## src/tbrw_pkg.sv

```systemverilog
// tbrw_pkg: shared widths, register indexes, result codes and cell control
// for the time-bin reorder window. No dependencies.
`default_nettype none
package tbrw_pkg;

	localparam int TIME_BIN_W  = 48;
	localparam int FREQ_ID_W   = 16;
	localparam int ACTION_W    = 2;
	localparam int OUT_SLOT_W  = 3;
	localparam int OUT_ROW_W   = 10;
	localparam int COUNT_W     = 32;

	localparam int CFG_IDX_W   = 2;
	localparam int CFG_DATA_W  = 16;
	localparam int ROWS_W      = 11;
	localparam int WIN_W       = 3;

	localparam int DEF_MAX_OPEN_BINS = 4;
	localparam int DEF_RING_FRAMES   = 8;
	localparam int DEF_MAX_FREQ_ROWS = 1024;

	localparam logic [CFG_IDX_W-1:0] REG_FREQ_BASE     = 2'd0;
	localparam logic [CFG_IDX_W-1:0] REG_NUM_FREQ_ROWS = 2'd1;
	localparam logic [CFG_IDX_W-1:0] REG_NUM_OPEN_BINS = 2'd2;

	localparam logic [FREQ_ID_W-1:0] RST_FREQ_BASE     = 16'd0;
	localparam logic [ROWS_W-1:0]    RST_NUM_FREQ_ROWS = 11'd256;
	localparam logic [WIN_W-1:0]     RST_NUM_OPEN_BINS = 3'd2;

	localparam logic [ACTION_W-1:0] ACT_WRITE = 2'd0;
	localparam logic [ACTION_W-1:0] ACT_LATE  = 2'd1;
	localparam logic [ACTION_W-1:0] ACT_RANGE = 2'd2;

	// per-cell control from the window controller
	typedef struct packed {
		logic active;   // cell holds an open bin
		logic shift;    // take the right neighbor's entry
		logic load;     // take the new bin
	} cell_ctrl_t;

endpackage
`default_nettype wire

```

## src/tbrw_if.sv

```systemverilog
// tbrw_if: valid/ready channels for frame headers and placement results.
// Depends on tbrw_pkg for field widths.
`default_nettype none
interface tbrw_hdr_if;
	logic                             valid;
	logic                             ready;
	logic [tbrw_pkg::TIME_BIN_W-1:0]  time_bin;
	logic [tbrw_pkg::FREQ_ID_W-1:0]   freq_id;

	modport source (output valid, time_bin, freq_id, input ready);
	modport sink   (input valid, time_bin, freq_id, output ready);
endinterface

interface tbrw_res_if;
	logic                             valid;
	logic                             ready;
	logic [tbrw_pkg::ACTION_W-1:0]    action;
	logic [tbrw_pkg::OUT_SLOT_W-1:0]  frame_slot;
	logic [tbrw_pkg::OUT_ROW_W-1:0]   row;
	logic                             opened;
	logic                             flushed;
	logic [tbrw_pkg::OUT_SLOT_W-1:0]  flushed_slot;
	logic [tbrw_pkg::COUNT_W-1:0]     late_drops;
	logic [tbrw_pkg::COUNT_W-1:0]     range_drops;

	modport source (output valid, action, frame_slot, row, opened, flushed, flushed_slot,
		late_drops, range_drops, input ready);
	modport sink   (input valid, action, frame_slot, row, opened, flushed, flushed_slot,
		late_drops, range_drops, output ready);
endinterface
`default_nettype wire

```

## src/tbrw_cell.sv

```systemverilog
// tbrw_cell: one entry of the open-bin list; holds a bin and its frame slot,
// shifts toward the oldest end on a close. Depends on tbrw_pkg.
`default_nettype none
module tbrw_cell #(
	parameter int SLOT_W = 3
) (
	input  wire logic                             clk,
	input  wire tbrw_pkg::cell_ctrl_t             ctrl,
	input  wire logic [tbrw_pkg::TIME_BIN_W-1:0]  new_bin,
	input  wire logic [SLOT_W-1:0]                new_slot,
	input  wire logic [tbrw_pkg::TIME_BIN_W-1:0]  nbr_bin,
	input  wire logic [SLOT_W-1:0]                nbr_slot,
	input  wire logic [tbrw_pkg::TIME_BIN_W-1:0]  probe_bin,
	output logic [tbrw_pkg::TIME_BIN_W-1:0]       bin,
	output logic [SLOT_W-1:0]                     slot,
	output logic                                  hit
);

	logic [tbrw_pkg::TIME_BIN_W-1:0] bin_q;
	logic [SLOT_W-1:0]               slot_q;

	always_ff @(posedge clk) begin
		if (ctrl.load) begin
			bin_q  <= new_bin;
			slot_q <= new_slot;
		end else if (ctrl.shift) begin
			bin_q  <= nbr_bin;
			slot_q <= nbr_slot;
		end
	end

	assign bin  = bin_q;
	assign slot = slot_q;
	assign hit  = ctrl.active && (bin_q == probe_bin);

endmodule
`default_nettype wire

```

## src/time_bin_reorder_window.sv

```systemverilog
// time_bin_reorder_window: top level; chain of open-bin cells, window control,
// drop counters and result register. Depends on tbrw_pkg, tbrw_if, tbrw_cell.
//
//   channel  dir  handshake     payload
//   hdr      in   valid/ready   time_bin, freq_id
//   res      out  valid/ready   action, frame_slot, row, opened, flushed,
//                               flushed_slot, late_drops, range_drops
//   cfg      in   cfg_we        cfg_idx, cfg_data (no back-pressure)
//
// One header per cycle while the result register is not stalled: the cell
// compares, the late check against the newest open bin and the row subtraction
// settle in the accept cycle; the result register presents the request in the next cycle.
// A header is taken while the result register is empty or being drained.
// arst_n clears list length, ring pointer, counters, result valid; resets config.
`default_nettype none
module time_bin_reorder_window #(
	parameter int MAX_OPEN_BINS = tbrw_pkg::DEF_MAX_OPEN_BINS,
	parameter int RING_FRAMES   = tbrw_pkg::DEF_RING_FRAMES,
	parameter int MAX_FREQ_ROWS = tbrw_pkg::DEF_MAX_FREQ_ROWS
) (
	input  wire logic                             clk,
	input  wire logic                             arst_n,
	tbrw_hdr_if.sink                              hdr,
	tbrw_res_if.source                            res,
	input  wire logic                             cfg_we,
	input  wire logic [tbrw_pkg::CFG_IDX_W-1:0]   cfg_idx,
	input  wire logic [tbrw_pkg::CFG_DATA_W-1:0]  cfg_data
);

	localparam int SLOT_W = (RING_FRAMES > 1) ? $clog2(RING_FRAMES) : 1;
	localparam int CNT_W  = $clog2(MAX_OPEN_BINS + 1);
	localparam int CMP_W  = (CNT_W > tbrw_pkg::WIN_W) ? CNT_W : tbrw_pkg::WIN_W;
	localparam int ROW_W  = tbrw_pkg::FREQ_ID_W + 1;
	localparam int BIN_W  = tbrw_pkg::TIME_BIN_W;
	localparam logic [CMP_W-1:0]  MAX_BINS_C = CMP_W'(MAX_OPEN_BINS);
	localparam logic [ROW_W-1:0]  MAX_ROWS_C = ROW_W'(MAX_FREQ_ROWS);
	localparam logic [SLOT_W-1:0] LAST_SLOT  = SLOT_W'(RING_FRAMES - 1);

	// config
	logic [tbrw_pkg::FREQ_ID_W-1:0] freq_base_q;
	logic [tbrw_pkg::ROWS_W-1:0]    num_freq_rows_q;
	logic [tbrw_pkg::WIN_W-1:0]     num_open_bins_q;

	always_ff @(posedge clk or negedge arst_n) begin
		if (!arst_n) begin
			freq_base_q     <= tbrw_pkg::RST_FREQ_BASE;
			num_freq_rows_q <= tbrw_pkg::RST_NUM_FREQ_ROWS;
			num_open_bins_q <= tbrw_pkg::RST_NUM_OPEN_BINS;
		end else if (cfg_we) begin
			unique case (cfg_idx)
				tbrw_pkg::REG_FREQ_BASE:     freq_base_q     <= cfg_data;
				tbrw_pkg::REG_NUM_FREQ_ROWS: num_freq_rows_q <= cfg_data[tbrw_pkg::ROWS_W-1:0];
				tbrw_pkg::REG_NUM_OPEN_BINS: num_open_bins_q <= cfg_data[tbrw_pkg::WIN_W-1:0];
				default: ;
			endcase
		end
	end

	// window state
	logic [CNT_W-1:0]  count_q;
	logic [SLOT_W-1:0] next_slot_q;
	logic [BIN_W-1:0]  newest_q;
	logic [tbrw_pkg::COUNT_W-1:0] late_cnt_q, range_cnt_q;

	logic accept;
	logic res_valid_q;
	assign hdr.ready = !res_valid_q || res.ready;
	assign accept    = hdr.valid && hdr.ready;

	// cell chain; entry MAX_OPEN_BINS is the empty neighbor past the end
	logic [BIN_W-1:0]          cell_bin  [MAX_OPEN_BINS+1];
	logic [SLOT_W-1:0]         cell_slot [MAX_OPEN_BINS+1];
	logic [MAX_OPEN_BINS-1:0]  cell_hit;
	tbrw_pkg::cell_ctrl_t      cell_ctrl [MAX_OPEN_BINS];
	logic [SLOT_W-1:0]         hit_slot_part [MAX_OPEN_BINS+1];

	logic             found, late, open_new, flush;
	logic [CMP_W-1:0] count_ext, limit;
	logic [CNT_W-1:0] wr_pos;

	assign cell_bin[MAX_OPEN_BINS]      = '0;
	assign cell_slot[MAX_OPEN_BINS]     = '0;
	assign hit_slot_part[MAX_OPEN_BINS] = '0;

	for (genvar i = 0; i < MAX_OPEN_BINS; i++) begin : g_cell
		always_comb begin
			cell_ctrl[i].active = (CNT_W'(i) < count_q);
			cell_ctrl[i].shift  = open_new && flush;
			cell_ctrl[i].load   = open_new && (wr_pos == CNT_W'(i));
		end

		tbrw_cell #(.SLOT_W(SLOT_W)) u_cell (
			.clk       (clk),
			.ctrl      (cell_ctrl[i]),
			.new_bin   (hdr.time_bin),
			.new_slot  (next_slot_q),
			.nbr_bin   (cell_bin[i+1]),
			.nbr_slot  (cell_slot[i+1]),
			.probe_bin (hdr.time_bin),
			.bin       (cell_bin[i]),
			.slot      (cell_slot[i]),
			.hit       (cell_hit[i])
		);

		// open bins are distinct, so at most one cell hits
		assign hit_slot_part[i] = hit_slot_part[i+1] | (cell_hit[i] ? cell_slot[i] : '0);
	end

	always_comb begin
		count_ext = CMP_W'(count_q);
		if (num_open_bins_q == '0)
			limit = CMP_W'(1);
		else if (CMP_W'(num_open_bins_q) > MAX_BINS_C)
			limit = MAX_BINS_C;
		else
			limit = CMP_W'(num_open_bins_q);
		found    = |cell_hit;
		late     = !found && (count_q != '0) && (hdr.time_bin < newest_q);
		open_new = accept && !found && !late;
		flush    = (count_ext >= limit) && (count_q != '0);
		wr_pos   = flush ? count_q - CNT_W'(1) : count_q;
	end

	// row mapping
	logic [ROW_W-1:0] diff, rows_eff;
	logic             in_range;
	always_comb begin
		diff     = ROW_W'(hdr.freq_id) - ROW_W'(freq_base_q);
		rows_eff = (ROW_W'(num_freq_rows_q) > MAX_ROWS_C) ? MAX_ROWS_C
			: ROW_W'(num_freq_rows_q);
		in_range = !diff[ROW_W-1] && (diff < rows_eff);
	end

	// result fields for this header
	logic [tbrw_pkg::ACTION_W-1:0] action_d;
	logic [SLOT_W-1:0]             slot_d;
	logic [tbrw_pkg::COUNT_W-1:0]  late_cnt_d, range_cnt_d;
	logic [SLOT_W+2:0]             slot_ext, fslot_ext;
	always_comb begin
		late_cnt_d  = late_cnt_q;
		range_cnt_d = range_cnt_q;
		slot_d      = found ? hit_slot_part[0] : next_slot_q;
		if (late) begin
			action_d = tbrw_pkg::ACT_LATE;
			slot_d   = '0;
			if (late_cnt_q != '1)
				late_cnt_d = late_cnt_q + 1'b1;
		end else if (!in_range) begin
			action_d = tbrw_pkg::ACT_RANGE;
			if (range_cnt_q != '1)
				range_cnt_d = range_cnt_q + 1'b1;
		end else begin
			action_d = tbrw_pkg::ACT_WRITE;
		end
		slot_ext  = {3'b000, slot_d};
		fslot_ext = {3'b000, cell_slot[0]};
	end

	always_ff @(posedge clk or negedge arst_n) begin
		if (!arst_n) begin
			count_q     <= '0;
			next_slot_q <= '0;
			late_cnt_q  <= '0;
			range_cnt_q <= '0;
			res_valid_q <= 1'b0;
		end else begin
			if (accept) begin
				late_cnt_q  <= late_cnt_d;
				range_cnt_q <= range_cnt_d;
				res_valid_q <= 1'b1;
			end else if (res.ready) begin
				res_valid_q <= 1'b0;
			end
			if (open_new) begin
				count_q     <= wr_pos + CNT_W'(1);
				next_slot_q <= (next_slot_q == LAST_SLOT) ? '0 : next_slot_q + 1'b1;
			end
		end
	end

	always_ff @(posedge clk) begin
		if (open_new)
			newest_q <= hdr.time_bin;
	end

	// result register
	logic [tbrw_pkg::ACTION_W-1:0]   action_q;
	logic [tbrw_pkg::OUT_SLOT_W-1:0] slot_q, fslot_q;
	logic [tbrw_pkg::OUT_ROW_W-1:0]  row_q;
	logic                            opened_q, flushed_q;

	always_ff @(posedge clk) begin
		if (accept) begin
			action_q  <= action_d;
			slot_q    <= slot_ext[tbrw_pkg::OUT_SLOT_W-1:0];
			row_q     <= (action_d == tbrw_pkg::ACT_WRITE) ? diff[tbrw_pkg::OUT_ROW_W-1:0] : '0;
			opened_q  <= open_new;
			flushed_q <= open_new && flush;
			fslot_q   <= (open_new && flush) ? fslot_ext[tbrw_pkg::OUT_SLOT_W-1:0] : '0;
		end
	end

	assign res.valid        = res_valid_q;
	assign res.action       = action_q;
	assign res.frame_slot   = slot_q;
	assign res.row          = row_q;
	assign res.opened       = opened_q;
	assign res.flushed      = flushed_q;
	assign res.flushed_slot = fslot_q;
	assign res.late_drops   = late_cnt_q;
	assign res.range_drops  = range_cnt_q;

	// checks
	a_count_bound: assert property (@(posedge clk) disable iff (!arst_n)
		CMP_W'(count_q) <= MAX_BINS_C)
		else $error("open list longer than the cell chain");

	a_flush_opens: assert property (@(posedge clk) disable iff (!arst_n)
		res.valid && res.flushed |-> res.opened)
		else $error("bin closed without a new bin opened");

	a_late_holds_list: assert property (@(posedge clk) disable iff (!arst_n)
		accept && late |=> $stable(count_q) && $stable(next_slot_q))
		else $error("late request changed the window");

	a_late_slot: assert property (@(posedge clk) disable iff (!arst_n)
		res.valid && res.action == tbrw_pkg::ACT_LATE |-> !res.opened && res.frame_slot == '0)
		else $error("late request carries a slot");

endmodule
`default_nettype wire
```

## src/flat_wrapper.sv

```systemverilog
// flat-port wrapper written by rule: the top's interface ports become plain ports
module time_bin_reorder_window_flat 
#(
	parameter int MAX_OPEN_BINS = tbrw_pkg::DEF_MAX_OPEN_BINS,
	parameter int RING_FRAMES   = tbrw_pkg::DEF_RING_FRAMES,
	parameter int MAX_FREQ_ROWS = tbrw_pkg::DEF_MAX_FREQ_ROWS
)
  (clk, arst_n, cfg_we, cfg_idx, cfg_data, hdr_valid, hdr_time_bin, hdr_freq_id, hdr_ready, res_valid, res_action, res_frame_slot, res_row, res_opened, res_flushed, res_flushed_slot, res_late_drops, res_range_drops, res_ready);
  tbrw_hdr_if hdr_i ();
  tbrw_res_if res_i ();
  input  wire logic clk;
  input  wire logic arst_n;
  input  wire logic cfg_we;
  input  wire logic [tbrw_pkg::CFG_IDX_W-1:0] cfg_idx;
  input  wire logic [tbrw_pkg::CFG_DATA_W-1:0] cfg_data;
  input wire logic [$bits(hdr_i.valid)-1:0] hdr_valid;
  input wire logic [$bits(hdr_i.time_bin)-1:0] hdr_time_bin;
  input wire logic [$bits(hdr_i.freq_id)-1:0] hdr_freq_id;
  output wire logic [$bits(hdr_i.ready)-1:0] hdr_ready;
  output wire logic [$bits(res_i.valid)-1:0] res_valid;
  output wire logic [$bits(res_i.action)-1:0] res_action;
  output wire logic [$bits(res_i.frame_slot)-1:0] res_frame_slot;
  output wire logic [$bits(res_i.row)-1:0] res_row;
  output wire logic [$bits(res_i.opened)-1:0] res_opened;
  output wire logic [$bits(res_i.flushed)-1:0] res_flushed;
  output wire logic [$bits(res_i.flushed_slot)-1:0] res_flushed_slot;
  output wire logic [$bits(res_i.late_drops)-1:0] res_late_drops;
  output wire logic [$bits(res_i.range_drops)-1:0] res_range_drops;
  input wire logic [$bits(res_i.ready)-1:0] res_ready;
  assign hdr_i.valid = hdr_valid;
  assign hdr_i.time_bin = hdr_time_bin;
  assign hdr_i.freq_id = hdr_freq_id;
  assign hdr_ready = hdr_i.ready;
  assign res_valid = res_i.valid;
  assign res_action = res_i.action;
  assign res_frame_slot = res_i.frame_slot;
  assign res_row = res_i.row;
  assign res_opened = res_i.opened;
  assign res_flushed = res_i.flushed;
  assign res_flushed_slot = res_i.flushed_slot;
  assign res_late_drops = res_i.late_drops;
  assign res_range_drops = res_i.range_drops;
  assign res_i.ready = res_ready;
  time_bin_reorder_window #(.MAX_OPEN_BINS(MAX_OPEN_BINS), .RING_FRAMES(RING_FRAMES), .MAX_FREQ_ROWS(MAX_FREQ_ROWS)) u_core (.clk(clk), .arst_n(arst_n), .hdr(hdr_i), .res(res_i), .cfg_we(cfg_we), .cfg_idx(cfg_idx), .cfg_data(cfg_data));
endmodule
```

## config.mk

```make
export PLATFORM = sky130hd
export DESIGN_NAME = time_bin_reorder_window_flat
export DESIGN_NICKNAME = d
export VERILOG_FILES = /design/src/tbrw_pkg.sv /design/src/tbrw_if.sv /design/src/tbrw_cell.sv /design/src/time_bin_reorder_window.sv /design/src/flat_wrapper.sv
export SDC_FILE = /design/constraint.sdc
export NUM_CORES = 1
export LEC_CHECK = 0
export ABC_AREA = 1
export BUFFER_PORTS_ARGS = -buffer_cell sky130_fd_sc_hd__buf_2
export CORE_MARGIN = 5
export CORE_UTILIZATION = 55
export CTS_CLUSTER_SIZE = 25
export DETAILED_ROUTE_END_ITERATION = 8
export GPL_TIMING_DRIVEN = 0
export HOLD_SLACK_MARGIN = 0.05
export PLACE_DENSITY = 0.74
export SYNTH_ARGS = -nofsm -noshare
export SYNTH_HDL_FRONTEND = slang
export SYNTH_SLANG_ARGS = --single-unit
```

## constraint.sdc

```tcl
create_clock -name clk -period 3.6 [get_ports clk]
set_input_delay 1.08 -clock clk [delete_from_list [all_inputs] [get_ports clk]]
set_output_delay 1.08 -clock clk [all_outputs]
set_load 0.1 [all_outputs]
```

* Word level (Yosys, flattened, before mapping) *
Cells that the tools add are included.

operators by class
  $add $sub $neg = 6
  $lt $le $gt $ge = 9
  equality and inequality tests = 12
  muxes and demuxes = 30
  bitwise logic cells = 5
  reductions and logical operators = 37

operators by type and width
  kind                                                                          count
  48-bit 2-to-1 mux                                                             8
  48-bit equality test                                                          4
  32-bit by 1-bit adder with 32-bit output (second input constant)              2
  32-bit != test (second input constant)                                        2
  3-bit 2-to-1 mux                                                              17
  48-bit less-than comparator                                                   1
  17-bit less-than comparator                                                   1
  16-bit by 16-bit subtractor with 17-bit output                                1
  1-bit logical AND                                                             16
  11-bit greater-than comparator (second input constant)                        1
  11-bit 2-to-1 mux                                                             1
  2-bit nonzero test                                                            5
  3-bit OR                                                                      3
  3-bit by 1-bit adder with 3-bit output (second input constant)                2
  3-bit by 2-bit equality test with 1-bit output (second input constant)        2
  3-bit zero test                                                               2
  1-bit by 3-bit less-than comparator with 1-bit output (first input constant)  2
  2-bit by 3-bit less-than comparator with 1-bit output (first input constant)  2
  2-bit AND reduction                                                           3
  1-bit zero test                                                               4
  2-bit zero test                                                               2
  2-bit 2-to-1 mux                                                              2
  4-bit AND reduction                                                           1
  4-bit OR reduction                                                            1
  other kinds (12)                                                              14

storage, ports and cells
  register bits after elaboration = 373
  bits of input ports = 87
  output and inout port bits = 86
  word-level logic and storage cells = 122

* Logic depth before layout (Yosys ltp) *
Gate-level depths: netlist of run 1.

  depth after elaboration = 11
  gate-level depth with buffers = 22
  depth with buffers taken out = 21

* Cells and area by module *
A second synthesis of run 1 with hierarchy kept.

second synthesis, totals
  cells, all modules = 3019
  area, all modules = 22997.1 um^2

by module, submodules not included
  module                   times used  cells each  area an instance (um^2)  seq. area each (um^2)
  tbrw_cell                4           407         2976.6                   1531.5
  time_bin_reorder_window  1           1391        11090.6                  4571.9

* Worst setup path before layout of run 1 *
Ideal clock, no wire load.

  path kind = input to register
  start point = input res_ready
  end point = register u_core.g_cell[0].u_cell.bin_q, in the netlist u_core.g_cell[0].u_cell.bin[0] (enable)
  library setup time = 410 ps
  arrival = 3881 ps
  required time = 3190 ps
  slack = -690 ps
  stages on the path = 7
  buffers on the path = 1
  path through = inv_1 > nand2_1 > nand2_1 > nor2_8 > buf_4 > nand3b_1 > nand2_1

between the ends
  cells in the longest elaborated chain, start to end = 6
  elaborated cells between the ends (all ways) = 7
  classes of those cells = reduce/logical: 7

RTL lines
  element                                  line                                                          text
  from (decl)                              flat_wrapper.sv:29                                            input wire logic [$bits(res_i.ready)-1:0] res_ready;
  1-bit logical OR (*)                     time_bin_reorder_window.sv:67                                 assign hdr.ready = !res_valid_q || res.ready;
  via hdr_ready                            flat_wrapper.sv:19                                            output wire logic [$bits(hdr_i.ready)-1:0] hdr_ready;
  1-bit logical AND (*)                    time_bin_reorder_window.sv:68                                 assign accept = hdr.valid && hdr.ready;
  1-bit logical AND (*) (2 in series)      time_bin_reorder_window.sv:119                                open_new = accept && !found && !late;
  1-bit logical AND (on tied branches)     time_bin_reorder_window.sv:88, time_bin_reorder_window.sv:89
  2-bit nonzero test (no source line) (*)  n/a
  to (signal assigned)                     tbrw_cell.sv:24                                               bin_q <= new_bin;
  to (signal assigned)                     tbrw_cell.sv:27                                               bin_q <= nbr_bin;
  to (decl)                                tbrw_cell.sv:19                                               logic [tbrw_pkg::TIME_BIN_W-1:0] bin_q;

Mark *: on every way through the listed nets, which the timed path passes. The rest lies on a longest branch.
A chain may end at the register's enable or synchronous reset.

* Worst setup path after layout of run 1 *
  start point = input hdr_time_bin[47]
  end point = register u_core.g_cell[0].u_cell.bin_q, in the netlist u_core.g_cell[0].u_cell.bin[0] (enable)

between the ends
  cells in the longest elaborated chain, start to end = 10
  elaborated cells between the ends (all ways) = 19
  classes of those cells = order compare: 1; eq/ne: 4; reduce/logical: 14

RTL lines
  element                                                              line                                                          text
  from (decl)                                                          flat_wrapper.sv:17                                            input wire logic [$bits(hdr_i.time_bin)-1:0] hdr_time_bin;
  branches (longest 7 deep; another with 48-bit less-than comparator)  n/a
  1-bit logical AND (*)                                                time_bin_reorder_window.sv:119
  1-bit logical AND (on tied branches)                                 time_bin_reorder_window.sv:88, time_bin_reorder_window.sv:89
  2-bit nonzero test (no source line) (*)                              n/a

Mark *: on every way between the ends.

==> results.ini, run 1 <==
[run_status]
outcome=finished clean

[final_layout]
syn_to_final_growth_pct=17.54
layout_common_cells=nand2_1 (1094), inv_1 (304), edfxtp_1 (272)
fill_cells=3527
drive_above_1_share_pct=15.17
layout.cells.non_filler=3709
fin_area_um2=26650
n_antenna_cell=0
layout_commonest_cell=nand2_1
fin_nets=3322

[place]
dp_hpwl_um=55180
numPortBuffers=172
post-place-cells=3594
place_congestion=0.9764
dpl_cell_area_um2=24350

[setup_path]
crit_chain=buf_2 > ha_1 > nand4_1 > inv_1 > nand2_1 > nor3_2 > and3_1 > nand2_1 > nand4_4 > buf_6 > nand3_4 > buf_6 > nand2_4
slowest_stage=nor3_2
rrSetupSlack_ps=170
worstSetupStartpointType=input port
reg2reg_depth=15
critical_path_required_ps=3840
rr_startpoint=u_core.count_ext[0]$_DFFE_PN0P_
path_delay_family=simple AND/OR/NAND/NOR gates
critical_path.startpoint=hdr_time_bin[47]
critPathCapture=u_core.g_cell[0].u_cell.bin[0]$_DFFE_PP_
path_max_fanout=13
reg2reg_to=u_core.g_cell[0].u_cell.bin[0]$_DFFE_PP_
cp_num_buf_inv=4
end_kind=flop
path_class=in2reg
slowest_delay_ps=360
path_depth=13
critPathArrivalTime_ps=3830

[drt]
routed_via_density=5.767
ant_nets=0
wl_um=79180
drt_first_pass_iters=6
vias=21390
wire_per_inst_um=21.35
drc=0
drtIter0Drc=2491

[synthesis]
syn-instance-count=2889
async_flop_share_pct=27.08
synth.distinct_cells=44
synth_warnings=0
synth_area_leaders=edfxtp_1 (36%), nand2_1 (18%), dfrtp_1 (11%), nand4_1 (5.7%), inv_1 (5.1%)
synth-edff-count=272
syn_nets=3065
ys_ff_latch=373
synth_top_area_share_pct=36.03
yosysTopAreaCell=edfxtp_1
ys_seq_area_share_pct=47.19
synth_area_um2=22670
synth_ff_type=edfxtp_1
syn_avg_cell_area_um2=7.848

[cts]
cts_sinks=373
cts_hold_buf=0
clock_latency_ps=570
cts_tree=done
cts_max_path_buffers=3
cts_root_buffer=clkbuf_16
cts_inserted_buffers=43
h-tree-depth=2
clk_pin_slew_ps=60

[global_route]
grt_usage_pct=33.78
grt_pass1_wl_um=116500
gr-total-overflow=0
grt_max_degree=72
grt_pass1_vias=20440
antenna_found_initial=0

[timing]
finalMaxSlewViolations=0
clock_skew_ps=14.70
fin_tns_setup_ps=0
hold_slack_ps=462.7
max_freq_mhz=278.8
setup_viol=0
relSlewSlack_pct=40.11
period_needed_ps=3587
final_hold_viol_count=0
worst_slew_pin_slew_ps=897.4
timing.final.crit_share_pct=99.65

[pwr]
powerDensity_nw_per_um2=749.5
ir_drop_uv=608.6
leakagePower_nw=13.05

[floorplan]
dieArea_um2=45380
rows=74
die_h_um=213.0
die_w_um=213.0
core-area_um2=40830
start_util_pct=55.52
io_pins=173

[worst_hold_path]
hold_path_class=in2async

[job]
cap_violations=0

==> report_power, final <==
group	leakage (nW)	internal (mW)	switching, mW
registers	3.81	6.33	0.789
logic	8.58	2.25	6.25
clock network	0.666	2.53	1.82
total	13.1	11.1	8.86
==> flip-flops by register name, summed over array words and instances, names as in the netlist, 10 cells and up <==
register,cells
u_core.res.row,10
u_core.res.range_drops,32
u_core.num_freq_rows_q,11
u_core.res.late_drops,32
u_core.newest_q,48
u_core.freq_base_q,16
u_core.g_cell.u_cell.slot,12
u_core.g_cell.u_cell.bin,192
==> metal layers <==
layer	vias to the layer above	share of wire [%]	GRT usage, %
li1	9909	-	-
met1	9971	37	43.37
met2	1269	45	53.10
met3	239	11	7.141
met4	0	6.7	19.84
met5	-	0	0
==> how the worst min path moves through the flow <==
stage / endpoint / slack (ps) / startpoint / cells past startpoint
3_3_place_gp: u_core.num_open_bins_q[0]$_DFFE_PN0P_ / 470 / u_core.num_open_bins_q[0]$_DFFE_PN0P_ / 2
3_5_place_dp: u_core.freq_base_q[6]$_DFFE_PN0P_ / 470 / u_core.freq_base_q[6]$_DFFE_PN0P_ / 2
4_1_cts: u_core.res.late_drops[16]$_DFFE_PN0P_ / 470 / arst_n / 1
5_1_grt: u_core.res.late_drops[11]$_DFFE_PN0P_ / 490 / arst_n / 1
2_1_floorplan: u_core.freq_base_q[10]$_DFFE_PN0P_ / 450 / u_core.freq_base_q[10]$_DFFE_PN0P_ / 2
6_report: u_core.res.late_drops[11]$_DFFE_PN0P_ / 460 / arst_n / 1
==> layout make-up <==
class                           count  area, um^2  share of cell area [%]
Clock inverter                     18       177.7                  0.6667
Inverter                          331        1270                   4.766
Clock buffer                       58        1185                   4.446
Timing Repair inverter              1       11.26                 0.04226
Multi-Input combinational cell   2065       10710                   40.21
Buffer                            128       704.4                   2.643
Tap cell                          532       665.6                   2.498
Sequential cell                   373       10700                   40.14
Timing Repair Buffer              203        1222                   4.587
==> through the flow <==
| step | setup WS [ps] | power (mW) | utilization, % |
|---|---|---|---|
| after floorplan | -129.0 | 11.80 | - |
| after detailed placement | -1722 | 14.51 | 59.64 |
| after global routing | -42.10 | 20.83 | 65.26 |
| final | 12.66 | 19.97 | 65.26 |
| after CTS | 3.384 | 19.31 | 64.14 |
| after global placement | -1694 | 14.27 | 59.57 |
==> kinds of logic after synthesis <==
group	after synthesis	synth area share [%]
AND/OR/NAND/NOR	1693	31.37
flip-flops	373	47.19
buffers and inverters	464	8.311
AO/OA/AOI/OAI	143	3.278
adder cells (fa/ha/maj)	89	4.945
XOR/XNOR	127	4.906
==> synthesized netlist by cell type (2+ instances only) <==
cell	number
a211oi_1	2
a21oi_1	51
buf_2	101
buf_4	2
clkbuf_1	27
dfrtp_1	99
dfstp_2	2
edfxtp_1	272
ha_1	88
inv_1	308
inv_2	23
nand2_1	1109
nand3_1	39
nand3_2	4
nand3b_1	3
nand4_1	207
nor2_1	266
nor3_1	38
nor4_1	18
o211ai_1	2
o21ai_0	65
o21ai_1	16
xnor2_1	50
xor2_1	77
==> worst register-to-register path, stage by stage, from the launching register on <==
cell and delay, ps:
dfrtp_1 420, inv_1 210, ha_1 270, inv_1 50, nand2_1 40, a21oi_1 120, nor2_1 70, o21ai_2 240
o21ai_0 230, inv_1 130, ha_1 150, inv_1 60, nor2_4 320, nand3_4 250, buf_6 270, nand2_4 260
==> repair_timing <==
action	CTS	global route
setup endpoints to repair	455	462
setup buffers	11	16
pin swaps	11	23
gates cloned	9	8
gates resized for setup	56	62
Note: power is estimated with default switching activity, not from simulation.
==> run 2, diff against run 1 <==
--- a/config.mk
+++ b/config.mk
@@ -7,12 +7,13 @@
 export LEC_CHECK = 0
 export ABC_AREA = 1
 export BUFFER_PORTS_ARGS = -buffer_cell sky130_fd_sc_hd__buf_2
-export CORE_MARGIN = 5
-export CORE_UTILIZATION = 55
+export CELL_PAD_IN_SITES_DETAIL_PLACEMENT = 0
+export CELL_PAD_IN_SITES_GLOBAL_PLACEMENT = 1
+export CORE_MARGIN = 4
+export CORE_UTILIZATION = 41
 export CTS_CLUSTER_SIZE = 25
 export DETAILED_ROUTE_END_ITERATION = 8
 export GPL_TIMING_DRIVEN = 0
-export HOLD_SLACK_MARGIN = 0.05
 export PLACE_DENSITY = 0.74
 export SYNTH_ARGS = -nofsm -noshare
 export SYNTH_HDL_FRONTEND = slang
==> run 2 against run 1 <==
Against the previous run:
- critical path type unchanged
- clock skew rose by 11 ps
- sequential power hardly changed
- global-route usage shrank 6.7 points
- first-iteration DRC count shrank 22%
- final area rose by 1.2%
- critical endpoint is now u_core.g_cell[0].u_cell.bin[29]$_DFFE_PP_
==> results.ini, run 2 (synthesis results as in run 1) <==
[floorplan]
start_util_pct=41.80  ; -14 points
core-area_um2=54240  ; +33%
rows=85  ; +15%
die_h_um=243.2  ; +14%
io_pins=173  ; unchanged
die_w_um=243.2  ; +14%
dieArea_um2=59120  ; +30%

[cts]
cts_root_buffer=clkbuf_16
clk_pin_slew_ps=60  ; about the same
cts_inserted_buffers=45  ; +4.7%
cts_sinks=373  ; unchanged
cts_max_path_buffers=3  ; unchanged
clock_latency_ps=600  ; +30 ps
cts_tree=done
h-tree-depth=2  ; unchanged

[place]
numPortBuffers=172  ; unchanged
place_congestion=0.9767  ; about the same
dpl_cell_area_um2=24560  ; +0.84%
preCtsSetupSlack_ps=-1955  ; -233.6 ps
dp_hpwl_um=57950  ; +5.0%

[global_route]
gr-total-overflow=0  ; unchanged
antenna_found_initial=2  ; +2
grt_usage_pct=27.10  ; -6.7 points
grt_max_degree=56  ; -22%
grt_pass1_vias=20120  ; -1.5%
grt_pass1_wl_um=122800  ; +5.4%

[run_status]
outcome=finished clean

[pwr]
powerDensity_nw_per_um2=755.6  ; +0.81%
leakagePower_nw=13.13  ; +0.57%
ir_drop_uv=599.1  ; -1.6%
p_total_mw=20.38  ; +2.0%

[drt]
drc=0  ; unchanged
vias=20630  ; -3.5%
routed_via_density=5.322  ; -7.7%
ant_nets=0  ; unchanged
drtIter0Drc=1955  ; -22%
drt_first_pass_iters=6  ; unchanged
wire_per_inst_um=21.30  ; -0.21%
wl_um=82600  ; +4.3%

[final_layout]
drive_above_1_share_pct=15.44  ; +0.27 points
syn_to_final_growth_pct=18.97
fill_cells=5362  ; +52%
utilization_pct=49.73  ; -16 points
layout_common_cells=nand2_1 (1094), inv_1 (304), edfxtp_1 (272)
layout_commonest_cell=nand2_1
fin_area_um2=26970  ; +1.2%
fin_nets=3320  ; -0.060%
largest_register_ffs=192  ; unchanged

[timing]
final_hold_viol_count=0  ; unchanged
period_needed_ps=3555  ; -32.15 ps
worst_slew_pin_slew_ps=939.8  ; +42.41 ps
max_freq_mhz=281.3  ; +0.90%
timing.final.crit_share_pct=98.76  ; -0.89 points
finalWorstSetupSlack_ps=44.80  ; +32.15 ps
setup_viol=0  ; unchanged
clock_skew_ps=25.39  ; +10.69 ps
relSlewSlack_pct=37.27  ; -2.8 points
finalMaxSlewViolations=0  ; unchanged

[setup_path]
end_kind=flop
path_max_fanout=13  ; unchanged
critPathArrivalTime_ps=3840  ; about the same
path_class=in2reg
critical_path_required_ps=3880  ; +40 ps
worstSetupStartpointType=input port

[worst_hold_path]
hold_path_class=reg2reg

[job]
cap_violations=0  ; unchanged

## run 2: power by group
group	leakage, nW	switching [mW]	internal [mW]
clock network	0.737	1.94	2.80
registers	3.81	0.781	6.34
logic	8.58	6.27	2.25
total	13.1	8.99	11.4
## run 2: final timing paths
check	from	end	slack [ps]	depth (start not counted)
worst min-delay path	u_core.num_open_bins_q[0]$_DFFE_PN0P_	u_core.num_open_bins_q[0]$_DFFE_PN0P_	480	2
worst min register to register	u_core.num_open_bins_q[0]$_DFFE_PN0P_	u_core.num_open_bins_q[0]$_DFFE_PN0P_	480	2
max in group asynchronous	arst_n	u_core.num_open_bins_q[1]$_DFFE_PN1P_	2240	2
min in group asynchronous	arst_n	u_core.res.late_drops[19]$_DFFE_PN0P_	550	1
worst max-delay path	hdr_time_bin[15]	u_core.g_cell[0].u_cell.bin[29]$_DFFE_PP_	40	17
worst max register to register	u_core.num_open_bins_q[1]$_DFFE_PN1P_	u_core.g_cell[2].u_cell.bin[34]$_DFFE_PP_	310	15
## run 2: routing by layer
metal | wire, um | track usage (%)
met5 | 0 | 0
met4 | 4172 | 11.75
met3 | 6229 | 5.077
met2 | 38250 | 44.64
met1 | 33950 | 35.00
## run 2: layout make-up
| type | instances | area [um^2] | area share (%) |
|---|---|---|---|
| diodes | 1 | 2.502 | 0.009278 |
| plain buffers | 130 | 718.2 | 2.663 |
| clock buffers | 66 | 1308 | 4.848 |
| clock inverters | 17 | 191.4 | 0.7097 |
| inverters | 331 | 1267 | 4.699 |
| multi-input cells | 2063 | 10720 | 39.76 |
| flip-flops and latches | 373 | 10700 | 39.66 |
| well taps | 696 | 870.8 | 3.229 |
| repair buffers | 200 | 1194 | 4.425 |
## run 2: timing repair
action                     CTS  global route
resized for setup           53            70
hold buffers                 0             0
setup endpoints to repair  499           381
gates cloned                 9             5
pin swaps                   10            18
setup buffers               10            14
## run 2: critical path: stages
cell and delay [ps]:
buf_2 110, buf_2 180, xnor2_1 510, nand2_1 100
nor2_1 100, nand3_1 130, nor2_1 150, nand2_2 140
nand2_1 140, nor2_4 70, inv_2 140, nor2_8 60
buf_6 160, nand3b_1 170, buf_12 200, buf_6 190
nand2_8 150
## run 2: through the flow
| stage | hold slack [ps] | instances | TNS, ps |
|---|---|---|---|
| 6_report | 484.7 | 3877 | 0 |
| 5_1_grt | 527.0 | 3876 | -248.5 |
| 4_1_cts | 490.5 | 3860 | -27.40 |
| 3_5_place_dp | 476.0 | 3758 | -674210 |
| 3_3_place_gp | 471.5 | 3757 | -675080 |
| 2_1_floorplan | 453.0 | 2889 | -17250 |
